<file path="src/rtl/tlvfp_pkg.sv">
// ---------------------------------------------------------------------------
// TLV frame parser package
// Parse phases, field kind codes, the header reset value and the checksum base shared by the design.
// ---------------------------------------------------------------------------
package tlvfp_pkg;

   localparam logic [7:0] HEADER_RESET = 8'h2E;
   localparam logic [7:0] SUM_BASE     = 8'hFF;

   typedef enum logic [2:0] {
      PH_IDLE = 3'd0,
      PH_TYPE = 3'd1,
      PH_LEN  = 3'd2,
      PH_PAY  = 3'd3,
      PH_SUM  = 3'd4
   } phase_type;

   typedef enum logic [2:0] {
      KIND_HEADER = 3'd0,
      KIND_TYPE   = 3'd1,
      KIND_LEN    = 3'd2,
      KIND_PAY    = 3'd3,
      KIND_SUM    = 3'd4
   } field_kind_type;

endpackage

</file>
<file path="src/rtl/tlv_frame_parser_checksum_unit.sv">
// A byte accepted into the input register shows its result on rsp_ from the result register.
// Throughput: one byte per cycle; the input register and the result register
// each move every cycle unless the result register is held by rsp_stall.
// Bytes outside a frame other than the header value produce no result.
// Reset (synchronous): parser idle, no result pending, header value 0x2E.
// ---------------------------------------------------------------------------
// TLV frame parser with 8-bit complement checksum
// Input register, single-pass field decode and checksum, result register.
// ---------------------------------------------------------------------------
module tlv_frame_parser_checksum_unit (
   input  logic       clock,
   input  logic       reset,
   input  logic       req_valid,
   output logic       req_stall,
   input  logic [7:0] req_rx_byte,
   output logic       rsp_valid,
   input  logic       rsp_stall,
   output logic [7:0] rsp_echo_byte,
   output logic [2:0] rsp_field_kind,
   output logic [7:0] rsp_frame_type,
   output logic       rsp_frame_end,
   output logic       rsp_checksum_ok,
   input  logic       csr_valid,
   output logic       csr_ready,
   input  logic [7:0] csr_header_byte
);

   logic                 in_vld_ff, in_vld_in;
   logic [7:0]           in_byte_ff;
   logic [7:0]           header_ff, header_in;

   tlvfp_pkg::phase_type phase_ff, phase_in;
   logic [7:0]           ftype_ff, ftype_in;
   logic [7:0]           plen_ff, plen_in;
   logic [7:0]           pcnt_ff, pcnt_in;
   logic [7:0]           psum_ff, psum_in;

   logic                 out_vld_ff, out_vld_in;
   logic [7:0]           out_echo_ff;
   logic [2:0]           out_kind_ff;
   logic [7:0]           out_ftype_ff;
   logic                 out_end_ff;
   logic                 out_ok_ff;

   logic                 emit;
   logic [2:0]           emit_kind;
   logic [7:0]           emit_ftype;
   logic                 emit_end;
   logic                 emit_ok;
   logic                 out_free;
   logic                 advance;
   logic                 load_out;
   logic [7:0]           cnt_next;
   logic [7:0]           sum_next;

   assign csr_ready = 1'b1;
   assign header_in = (csr_valid && csr_ready) ? csr_header_byte : header_ff;

   assign out_free = !out_vld_ff || !rsp_stall;
   // a byte that yields nothing may leave the input register even when the result is held
   assign advance  = in_vld_ff && (out_free || !emit);
   assign load_out = advance && emit;

   assign req_stall = in_vld_ff && !advance;
   assign in_vld_in = (req_valid && !req_stall) || (in_vld_ff && !advance);
   assign out_vld_in = load_out || (out_vld_ff && rsp_stall);

   assign cnt_next = pcnt_ff + 8'd1;
   assign sum_next = psum_ff + in_byte_ff;

   always_comb begin
      phase_in   = phase_ff;
      ftype_in   = ftype_ff;
      plen_in    = plen_ff;
      pcnt_in    = pcnt_ff;
      psum_in    = psum_ff;
      emit       = 1'b1;
      emit_kind  = tlvfp_pkg::KIND_HEADER;
      emit_ftype = ftype_ff;
      emit_end   = 1'b0;
      emit_ok    = 1'b0;
      unique case (phase_ff)
         tlvfp_pkg::PH_TYPE: begin
            ftype_in   = in_byte_ff;
            phase_in   = tlvfp_pkg::PH_LEN;
            emit_kind  = tlvfp_pkg::KIND_TYPE;
            emit_ftype = in_byte_ff;
         end
         tlvfp_pkg::PH_LEN: begin
            plen_in   = in_byte_ff;
            pcnt_in   = 8'd0;
            psum_in   = 8'd0;
            phase_in  = (in_byte_ff == 8'd0) ? tlvfp_pkg::PH_SUM : tlvfp_pkg::PH_PAY;
            emit_kind = tlvfp_pkg::KIND_LEN;
         end
         tlvfp_pkg::PH_PAY: begin
            psum_in   = sum_next;
            pcnt_in   = cnt_next;
            if (cnt_next >= plen_ff) begin
               phase_in = tlvfp_pkg::PH_SUM;
            end
            emit_kind = tlvfp_pkg::KIND_PAY;
         end
         tlvfp_pkg::PH_SUM: begin
            phase_in  = tlvfp_pkg::PH_IDLE;
            emit_kind = tlvfp_pkg::KIND_SUM;
            emit_end  = 1'b1;
            emit_ok   = (in_byte_ff == (tlvfp_pkg::SUM_BASE - psum_ff));
         end
         default: begin
            // idle, and any unused phase code: wait for the header value
            emit       = (in_byte_ff == header_ff);
            phase_in   = emit ? tlvfp_pkg::PH_TYPE : tlvfp_pkg::PH_IDLE;
            emit_ftype = 8'd0;
         end
      endcase
   end

   always_ff @(posedge clock) begin
      if (reset) begin
         in_vld_ff  <= 1'b0;
         out_vld_ff <= 1'b0;
         header_ff  <= tlvfp_pkg::HEADER_RESET;
         phase_ff   <= tlvfp_pkg::PH_IDLE;
         ftype_ff   <= 8'd0;
         plen_ff    <= 8'd0;
         pcnt_ff    <= 8'd0;
         psum_ff    <= 8'd0;
      end else begin
         in_vld_ff  <= in_vld_in;
         out_vld_ff <= out_vld_in;
         header_ff  <= header_in;
         if (advance) begin
            phase_ff <= phase_in;
            ftype_ff <= ftype_in;
            plen_ff  <= plen_in;
            pcnt_ff  <= pcnt_in;
            psum_ff  <= psum_in;
         end
      end
   end

   // payload registers: capture on transfer, hold otherwise
   always_ff @(posedge clock) begin
      if (req_valid && !req_stall) begin
         in_byte_ff <= req_rx_byte;
      end
      if (load_out) begin
         out_echo_ff  <= in_byte_ff;
         out_kind_ff  <= emit_kind;
         out_ftype_ff <= emit_ftype;
         out_end_ff   <= emit_end;
         out_ok_ff    <= emit_ok;
      end
   end

   assign rsp_valid       = out_vld_ff;
   assign rsp_echo_byte   = out_echo_ff;
   assign rsp_field_kind  = out_kind_ff;
   assign rsp_frame_type  = out_ftype_ff;
   assign rsp_frame_end   = out_end_ff;
   assign rsp_checksum_ok = out_ok_ff;

endmodule

</file>
<file path="config.mk">
export PLATFORM = sky130hd
export DESIGN_NAME = tlv_frame_parser_checksum_unit
export DESIGN_NICKNAME = d
export VERILOG_FILES = /design/src/rtl/tlvfp_pkg.sv /design/src/rtl/tlv_frame_parser_checksum_unit.sv
export SDC_FILE = /design/constraint.sdc
export NUM_CORES = 1
export LEC_CHECK = 0
export ABC_AREA = 0
export BUFFER_PORTS_ARGS = -buffer_cell sky130_fd_sc_hd__buf_2
export CAP_MARGIN = 15
export CELL_PAD_IN_SITES_DETAIL_PLACEMENT = 1
export CELL_PAD_IN_SITES_GLOBAL_PLACEMENT = 1
export CORE_MARGIN = 2
export CORE_UTILIZATION = 50
export CTS_BUF_LIST = sky130_fd_sc_hd__clkbuf_4
export CTS_CLUSTER_SIZE = 24
export DETAILED_ROUTE_END_ITERATION = 12
export PLACE_DENSITY = 0.9
export SYNTH_ARGS = -nofsm -noshare
export SYNTH_HDL_FRONTEND = slang
export SYNTH_SLANG_ARGS = --single-unit
</file>
<file path="constraint.sdc">
create_clock -name clock -period 4.95 [get_ports clock]
set_input_delay 1.485 -clock clock [delete_from_list [all_inputs] [get_ports clock]]
set_output_delay 1.485 -clock clock [all_outputs]
set_load 0.03 [all_outputs]
</file>
Word level (Yosys, flattened, before mapping)
Cells that the tools add are included.
- register bits after elaboration: 74
- input port bits: 21
- output and inout bits: 24
- word-level logic and storage cells: 57
- add/subtract/negate cells: 3
- magnitude comparators: 1
- equality and inequality tests: 7
- mux-type cells: 10
- reduce and logical (&&, ||, !) cells: 22
- operator list (operator ; number):
    $pmux 8 s2 ; 3
    $pmux 3 s4 ; 2
    $eq 8x8->1 ; 2
    $add 8x1->8 const B ; 1
    $add 8x8->8 ; 1
    $ge 8x8->1 ; 1
    $logic_not 8->1 ; 1
    $reduce_and 2->1 ; 4
    $sub 8x8->8 const A ; 1
    $eq 3x2->1 const B ; 2
    $mux 3 ; 2
    $logic_and 1x1->1 ; 5
    $logic_not 1->1 ; 5
    $logic_or 1x1->1 ; 4
    $reduce_or 4->1 ; 1
    $eq 3x1->1 const B ; 1
    $eq 3x3->1 const B ; 1
    $mux 1 ; 3
    $reduce_or 3->1 ; 1
    $ne 2x2->1 const B ; 1
    $reduce_bool 2->1 ; 1

Longest topological paths before layout
Gate-level depths: netlist of run 1.
- depth after elaboration: 11
- gate-level depth with buffers: 10
- gate-level depth less buffers: 10

Worst setup path after synthesis of run 1
No wires, ideal clock.
- path kind: in2out
- start: in rsp_stall
- end: out req_stall
- data arrival time: 2.148 ns
- required time: 3.465 ns
- slack: 1.317 ns
- stages: 2
- path buffers: 0
- cell sequence: nand2_1 -> nor3_2
- cells in the longest elaborated chain, start to end: 6
- ends and longest elaborated chain (element ; line ; RTL):
    from (decl) ; tlv_frame_parser_checksum_unit.sv:17 ; input logic rsp_stall,
    $logic_not 1->1 ; tlv_frame_parser_checksum_unit.sv:59 ; assign out_free = !out_vld_ff || !rsp_stall;
    $logic_or 1x1->1 ; tlv_frame_parser_checksum_unit.sv:59 ;
    $logic_or 1x1->1 ; tlv_frame_parser_checksum_unit.sv:61 ; assign advance = in_vld_ff && (out_free || !emit);
    $logic_and 1x1->1 ; tlv_frame_parser_checksum_unit.sv:61 ;
    $logic_not 1->1 ; tlv_frame_parser_checksum_unit.sv:64 ; assign req_stall = in_vld_ff && !advance;
    $logic_and 1x1->1 ; tlv_frame_parser_checksum_unit.sv:64 ;
    to (decl) ; tlv_frame_parser_checksum_unit.sv:14 ; output logic req_stall,
No other way between the ends.

Worst setup path after layout of run 1
- start: reg in_byte_ff[4]
- end: out req_stall
- cells in the longest elaborated chain, start to end: 7
- ends and longest elaborated chain (element ; line ; RTL):
    from (decl) ; tlv_frame_parser_checksum_unit.sv:29 ; logic [7:0] in_byte_ff;
    from (signal assigned) ; tlv_frame_parser_checksum_unit.sv:146 ; in_byte_ff <= req_rx_byte;
    $eq 8x8->1 ; tlv_frame_parser_checksum_unit.sv:112 ; emit = (in_byte_ff == header_ff);
    $mux 1 ; tlv_frame_parser_checksum_unit.sv:82 ; unique case (phase_ff)
    $logic_not 1->1 ; tlv_frame_parser_checksum_unit.sv:61 ;
    $logic_or 1x1->1 ; tlv_frame_parser_checksum_unit.sv:61 ;
    $logic_and 1x1->1 ; tlv_frame_parser_checksum_unit.sv:61 ;
    $logic_not 1->1 ; tlv_frame_parser_checksum_unit.sv:64 ;
    $logic_and 1x1->1 ; tlv_frame_parser_checksum_unit.sv:64 ;
No other way between the ends.

==> results_dict.tcl, run 1 <==
set metrics [dict create \
    status "finished clean" \
    die_w_um 87.8 \
    final_cell_mix "dfxtp_1 (45), buf_2 (43), nand2_1 (32)" \
    r2r_start "pcnt_ff[0]" \
    max_freq_mhz 260 \
    synth_edf_count 28 \
    ctsHoldBuffers 0 \
    final_common_cell "dfxtp_1" \
    clockBufferDepth 2 \
    ys.flop_type "dfxtp_1" \
    routabilityCongestion 0.888 \
    cts.reportedPaths.clkPinSlew_ns 0.13 \
    ios 45 \
    syn-cell-area_mm2 0.00351 \
    ys_types 54 \
    grt_pass1_vias 2883 \
    drive_gt1_share_pct 19.1 \
    dpl_cell_area_mm2 0.00377 \
    p_leak_nw 1.64 \
    cp_slowest_cell "edfxtp_1" \
    crit_path_start_kind "flop" \
    cts_setup_buffers 0 \
    routed_wl_um 8830 \
    fin_area_mm2 0.00393 \
    peakVddDrop_mv 0.154 \
    seq_area_frac_synth_pct 49.6 \
    n_antenna_cell 0 \
    grt_usage_pct 25.0 \
    cts_max_level 3 \
    grt_setup_unrepaired "no" \
    synth_nets 377 \
    antenna_found_initial 0 \
    insertion_delay_ns 0.42 \
    synth_cells 339 \
    r2r_slack_ns 2.15 \
    die_area_mm2 0.00771 \
    port_buffers 43 \
    tightest_slew_ns 0.885 \
    clock-sinks 73 \
    reg2reg_depth 10 \
    yosysWarningCount 0 \
    yosys_register_bits 73 \
    endpoint_kind "primary output" \
    dr.pass1.iters 5 \
    grt_overflow_total 0 \
    drv_slew 0 \
    final_nets 416 \
    period_needed_ns 3.84 \
    crit_fanout 7 \
    drtIter0Drc 104 \
    max_stage_delay_ns 0.60 \
    vias 2714 \
    crit_path_end "req_stall" \
    crit_chain "xor2_1 > nor4_2 > a21boi_1 > nor3_2 > buf_2" \
    async_flop_share_pct 0 \
    cts-resized-gates 0 \
    finalSetupViolations 0 \
    drc_errors 0 \
    hold_viol 0 \
    r2r_end "phase_ff[1]" \
    drv_cap 0 \
    core_area_mm2 0.00679 \
    avgSynthCellArea_um2 10.4 \
    cts_root_buffer "clkbuf_4" \
    grt_pass1_wl_um 14600 \
    timing.hold.ws_ns 0.484 \
    die_height_um 87.8 \
    cts_buffers 9 \
    ant_nets 0 \
    critPathKind "reg2out" \
    drt-vias-per-instance 5.68 \
    p_per_area_mw_per_mm2 296 \
    worstHoldPathType "reg2reg" \
    fin_skew_ns 0.0233 \
    max_slew_margin_pct 40.9 \
    grt_max_degree 41 \
    start_util_pct 51.7 \
    cts_tree "built" \
    num_rows 30 \
    dp_hpwl_um 6070 \
    final.period_utilization_pct 77.6 \
    timing.critical_path.arrival_ns 2.36 \
    timing.setup.tns_ns 0 \
    crit_start "in_byte_ff[4]" \
    area_delta_synth_final_pct 11.9 \
    worst_ep_required_time_ns 3.46 \
    wl_per_cell_um 18.5 \
]
==> stage by stage <==
stage               utilization [%]  total power (W)  setup slack (ns)  std cells
global route                   57.8          0.00120              1.00        478
finish                         57.8          0.00116              1.11        478
global placement               55.5         0.000745              1.28        463
detailed placement             55.5         0.000752              1.24        463
floorplan                         -         0.000723              1.32        339
CTS                            57.8          0.00117              1.09        478
==> cell type report <==
cell class | instances | area, µm²
fill | 768 | 2870
sequential | 73 | 1740
multi-input combinational | 237 | 1630
timing repair buffer | 45 | 230
tap | 96 | 120
clock inverter | 5 | 82.6
clock buffer | 10 | 75.1
inverter | 12 | 45.0
==> worst max-delay path: cells and delay by family, from the launching register on <==
family	cells	cell delay [ns]
AOI/OAI and AO/OA	1	0.19
DFF	1	0.60
buffers and inverters	1	0.24
xor gates and xnor gates	1	0.27
and+or+nand+nor	2	0.63
==> registers in the layout, summed over array words and instances (netlist names) <==
name / count
rsp_frame_type: 8
rsp_valid: 1
plen_ff: 8
rsp_field_kind: 3
header_ff: 8
psum_ff: 8
rsp_checksum_ok: 1
in_vld_ff: 1
rsp_echo_byte: 8
ftype_ff: 8
phase_ff: 3
in_byte_ff: 8
pcnt_ff: 8
==> layer usage <==
metal  global-route usage [%]  routed length [µm]
met3                     4.05                 299
met5                        0                   0
met2                     43.8                4530
met1                     29.7                3730
met4                     12.3                 269
==> where the power goes <==
part           switching, W  internal (W)  leakage (nW)
combinational     0.0000509     0.0000304         0.918
sequential        0.0000213      0.000637         0.635
clock              0.000214      0.000209        0.0864
total              0.000286      0.000876          1.64
==> worst min path at each step <==
stage	from	cells past startpoint	slack, ns	to
2_1_floorplan	in_byte_ff[7]	0	0.43	rsp_echo_byte[7]
3_3_place_gp	psum_ff[0]	2	0.44	psum_ff[0]
3_5_place_dp	pcnt_ff[1]	2	0.47	pcnt_ff[1]
4_1_cts	psum_ff[0]	2	0.49	psum_ff[0]
5_1_grt	psum_ff[0]	2	0.51	psum_ff[0]
6_report	plen_ff[6]	2	0.48	plen_ff[6]
==> cell families (layout without fill, tap and decap cells) <==
kind of cell	count (synthesis)	after routing	synth area share, %
simple gates	107	107	16.0
mux	18	18	5.13
other cells	1	1	0.107
buf+inv	29	72	3.89
xor+xnor	21	21	5.45
compound gates	73	73	13.5
fa+ha+maj	17	17	6.27
flops	73	73	49.6
==> Yosys cell counts (2+ instances only) <==
library cell	number	area, µm²
a21o_1	3	22.5
a21oi_1	25	125
a22o_1	7	61.3
a22oi_1	4	30.0
buf_2	4	20.0
buf_4	4	30.0
clkbuf_1	8	30.0
dfxtp_1	45	901
edfxtp_1	28	841
ha_1	16	200
inv_1	12	45.0
mux2i_1	18	180
nand2_1	32	120
nand2b_1	2	12.5
nand3_1	12	60.1
nand3b_1	2	15.0
nand4_1	2	12.5
nor2_1	30	113
nor2_4	2	22.5
nor2b_1	2	12.5
nor3_1	5	25.0
nor4_1	4	25.0
nor4_2	2	25.0
o21a_1	2	15.0
o21ai_0	20	100
o21bai_1	2	15.0
xnor2_1	9	78.8
xor2_1	11	96.3
Note: power is estimated with default switching activity, not from simulation.
==> inputs of run 2 (changes only) <==
--- a/config.mk
+++ b/config.mk
@@ -5,17 +5,17 @@
 export SDC_FILE = /design/constraint.sdc
 export NUM_CORES = 1
 export LEC_CHECK = 0
-export ABC_AREA = 0
+export ABC_AREA = 1
 export BUFFER_PORTS_ARGS = -buffer_cell sky130_fd_sc_hd__buf_2
 export CAP_MARGIN = 15
 export CELL_PAD_IN_SITES_DETAIL_PLACEMENT = 1
 export CELL_PAD_IN_SITES_GLOBAL_PLACEMENT = 1
 export CORE_MARGIN = 2
-export CORE_UTILIZATION = 50
+export CORE_UTILIZATION = 40
 export CTS_BUF_LIST = sky130_fd_sc_hd__clkbuf_4
 export CTS_CLUSTER_SIZE = 24
 export DETAILED_ROUTE_END_ITERATION = 12
-export PLACE_DENSITY = 0.9
+export PLACE_DENSITY = 0.81
 export SYNTH_ARGS = -nofsm -noshare
 export SYNTH_HDL_FRONTEND = slang
 export SYNTH_SLANG_ARGS = --single-unit
==> constraint.sdc (replaced) <==
create_clock -name clock -period 3.3 [get_ports clock]
set_input_delay 0.99 -clock clock [delete_from_list [all_inputs] [get_ports clock]]
set_output_delay 0.99 -clock clock [all_outputs]
set_load 0.03 [all_outputs]
==> run 2 against run 1 <==
  * Worst setup slack got worse by 0.87 ns
  * Register-to-register slack got worse by 1.2 ns
  * First-iteration DRC count grew 3.8%
  * Non-clock buffer count grew 6
  * Clock skew rose by 0.0016 ns
  * Highest routed layer unchanged
==> results_dict.tcl, run 2 <==
set metrics [dict create \
    status "finished clean" \
    drive_gt1_share_pct 14.9 \
    clockBufferDepth 2 \
    syn-cell-area_mm2 0.00364 \
    die_height_um 99.5 \
    ant_nets 0 \
    start_util_pct 41.6 \
    dp.cells 608 \
    cts_buffers 9 \
    use_met2_pct 33.9 \
    crit_start "in_byte_ff[1]" \
    routed_wl_um 9480 \
    final_cell_mix "nand2_1 (127), inv_1 (59), nor2_1 (56)" \
    routabilityCongestion 0.824 \
    num_rows 34 \
    top_usage_layer "met2" \
    fillers 1116 \
    timing.critical_path.arrival_ns 2.07 \
    worstHoldPathType "reg2reg" \
    avgSynthCellArea_um2 7.86 \
    cts_setup_buffers 0 \
    cts.reportedPaths.clkPinSlew_ns 0.14 \
    async_flop_share_pct 0 \
    synth_top_area_share_pct 24.7 \
    cts-resized-gates 0 \
    fin_skew_ns 0.0249 \
    synth.top_cells.by_count "nand2_1 (127), inv_1 (59), nor2_1 (56)" \
    port_buffers 43 \
    synth_area_leaders "dfxtp_1 (25%), edfxtp_1 (23%), nand2_1 (13%), inv_1 (6.1%), nor2_1 (5.8%)" \
    synth_edf_count 28 \
    power.net_switching_w 0.000472 \
    ys_types 31 \
    cts_tree "built" \
    ctsHoldBuffers 0 \
    grt_pass1_wl_um 15700 \
    dpl_cell_area_mm2 0.00397 \
    critPathKind "reg2out" \
    use_met1_pct 26.1 \
    yosys_register_bits 73 \
    grt_overflow_total 0 \
    fin_area_mm2 0.00409 \
    p_leak_nw 1.93 \
    drtIter0Drc 108 \
    r2r_start "in_byte_ff[1]" \
    drv_slew 0 \
    peakVddDrop_mv 0.228 \
    seq_area_frac_synth_pct 47.8 \
    worst_ep_required_time_ns 2.31 \
    grt_setup_unrepaired "no" \
    grtUsageMet3_pct 4.57 \
    internal_power_w 0.00117 \
    cts_max_level 3 \
    synth_most_common_cell "nand2_1" \
    fin_cells 624 \
    final_nets 549 \
    ys.flop_type "dfxtp_1" \
    hold_viol 0 \
    reg2reg_depth 9 \
    clock-sinks 73 \
    wl_per_cell_um 15.2 \
    drc_errors 0 \
    dr.pass1.iters 4 \
    die_w_um 99.5 \
    period_needed_ns 3.06 \
    endpoint_kind "primary output" \
    crit_path_start_kind "flop" \
    final_common_cell "nand2_1" \
    vias 3177 \
    drv_cap 0 \
    synth_nets 502 \
    yosysWarningCount 0 \
    die_area_mm2 0.00989 \
    area_delta_synth_final_pct 12.2 \
    grt_max_degree 31 \
    drt-vias-per-instance 5.09 \
    crit_path_end "req_stall" \
    swShare_pct 28.7 \
    timing.hold.ws_ns 0.475 \
    finalSetupViolations 0 \
    insertion_delay_ns 0.45 \
    yosys.area.top_type "dfxtp_1" \
    grt_usage_pct 20.4 \
    dp_hpwl_um 6940 \
    max_freq_mhz 326 \
    antenna_found_initial 0 \
    p_seq_share_pct 59.5 \
    max_slew_margin_pct 44.4 \
    p_per_area_mw_per_mm2 403 \
    final.period_utilization_pct 92.8 \
    grt_pass1_vias 3189 \
    synth_cells 464 \
    final_core_util_pct 46.6 \
    core_area_mm2 0.00876 \
    p_clk_share_pct 31.3 \
    ios 45 \
    r2r_slack_ns 0.96 \
    pwr-share-comb_pct 9.2 \
    timing.setup.tns_ns 0 \
    cts_root_buffer "clkbuf_4" \
    tightest_slew_ns 0.830 \
    n_antenna_cell 0 \
    r2r_end "rsp_checksum_ok" \
    crit_fanout 7 \
]
==> run 2: cell types whose count changed after synthesis, moves of 7 or more <==
cell     previous run  this run
a21oi_1            25        32
a22o_1              7         0
inv_1              12        59
mux2i_1            18         0
nand2_1            32       127
nand3_1            12        19
nand4_1             2        20
nor2_1             30        56
==> run 2: layer usage <==
layer | wire [µm] | up-vias
met4 | 193 | 0
met2 | 4420 | 67
met5 | 0 | -
li1 | - | 1590
met1 | 4510 | 1506
met3 | 358 | 14
==> run 2: final cells by class <==
cell class	count	area (µm²)	share of cell area, %
Clock inverter	6	45.0	1.10
Sequential cell	73	1740	42.6
Timing Repair Buffer	51	275	6.73
Multi-Input combinational cell	313	1580	38.6
Inverter	63	236	5.79
Tap cell	108	135	3.31
Clock buffer	10	75.1	1.84
==> run 2: worst max-delay path: stages (launching register included) <==
cell and delay (ns):
edfxtp_1 0.57, inv_1 0.16, nand2_1 0.06, nand2_1 0.05, nand2_1 0.05, nor2_1 0.14
nand2_1 0.07, nand2_1 0.12, nand3_1 0.11, inv_1 0.10, buf_2 0.20
==> run 2: per-stage QoR <==
| stage | power, W | worst slack [ns] |
|---|---|---|
| floorplan | 0.00109 | 0.866 |
| global placement | 0.00114 | 0.738 |
| finish | 0.00165 | 0.236 |
| CTS | 0.00166 | 0.207 |
| global route | 0.00172 | 0.0206 |
| detailed placement | 0.00115 | 0.688 |
==> run 2: kinds of logic after synthesis <==
| kind of cell | share of synthesized area [%] |
|---|---|
| and+or+nand+nor | 28.1 |
| buffers and inverters | 8.89 |
| DFF | 47.8 |
| AOI/OAI and AO/OA | 6.66 |
| adders and majority gates | 6.04 |
| xor gates and xnor gates | 2.40 |
| other | 0.103 |
==> run 2: how the worst min path moves through the flow <==
stage / cells after the start / to / slack [ns] / start
global placement: 2 / ftype_ff[7] / 0.45 / ftype_ff[7]
finish: 2 / ftype_ff[5] / 0.48 / ftype_ff[5]
global route: 2 / ftype_ff[5] / 0.50 / ftype_ff[5]
detailed placement: 2 / ftype_ff[5] / 0.46 / ftype_ff[5]
CTS: 2 / ftype_ff[5] / 0.48 / ftype_ff[5]
floorplan: 2 / ftype_ff[0] / 0.44 / ftype_ff[0]
==> run 2: power by group through the flow <==
stage,combinational (W),sequential [W],clock (W)
final,0.000151,0.000979,0.000516
after CTS,0.000152,0.000979,0.000531
after global placement,0.000146,0.000998,0
after floorplan,0.0000882,0.00100,0
after detailed placement,0.000151,0.000999,0
after global routing,0.000171,0.000982,0.000572
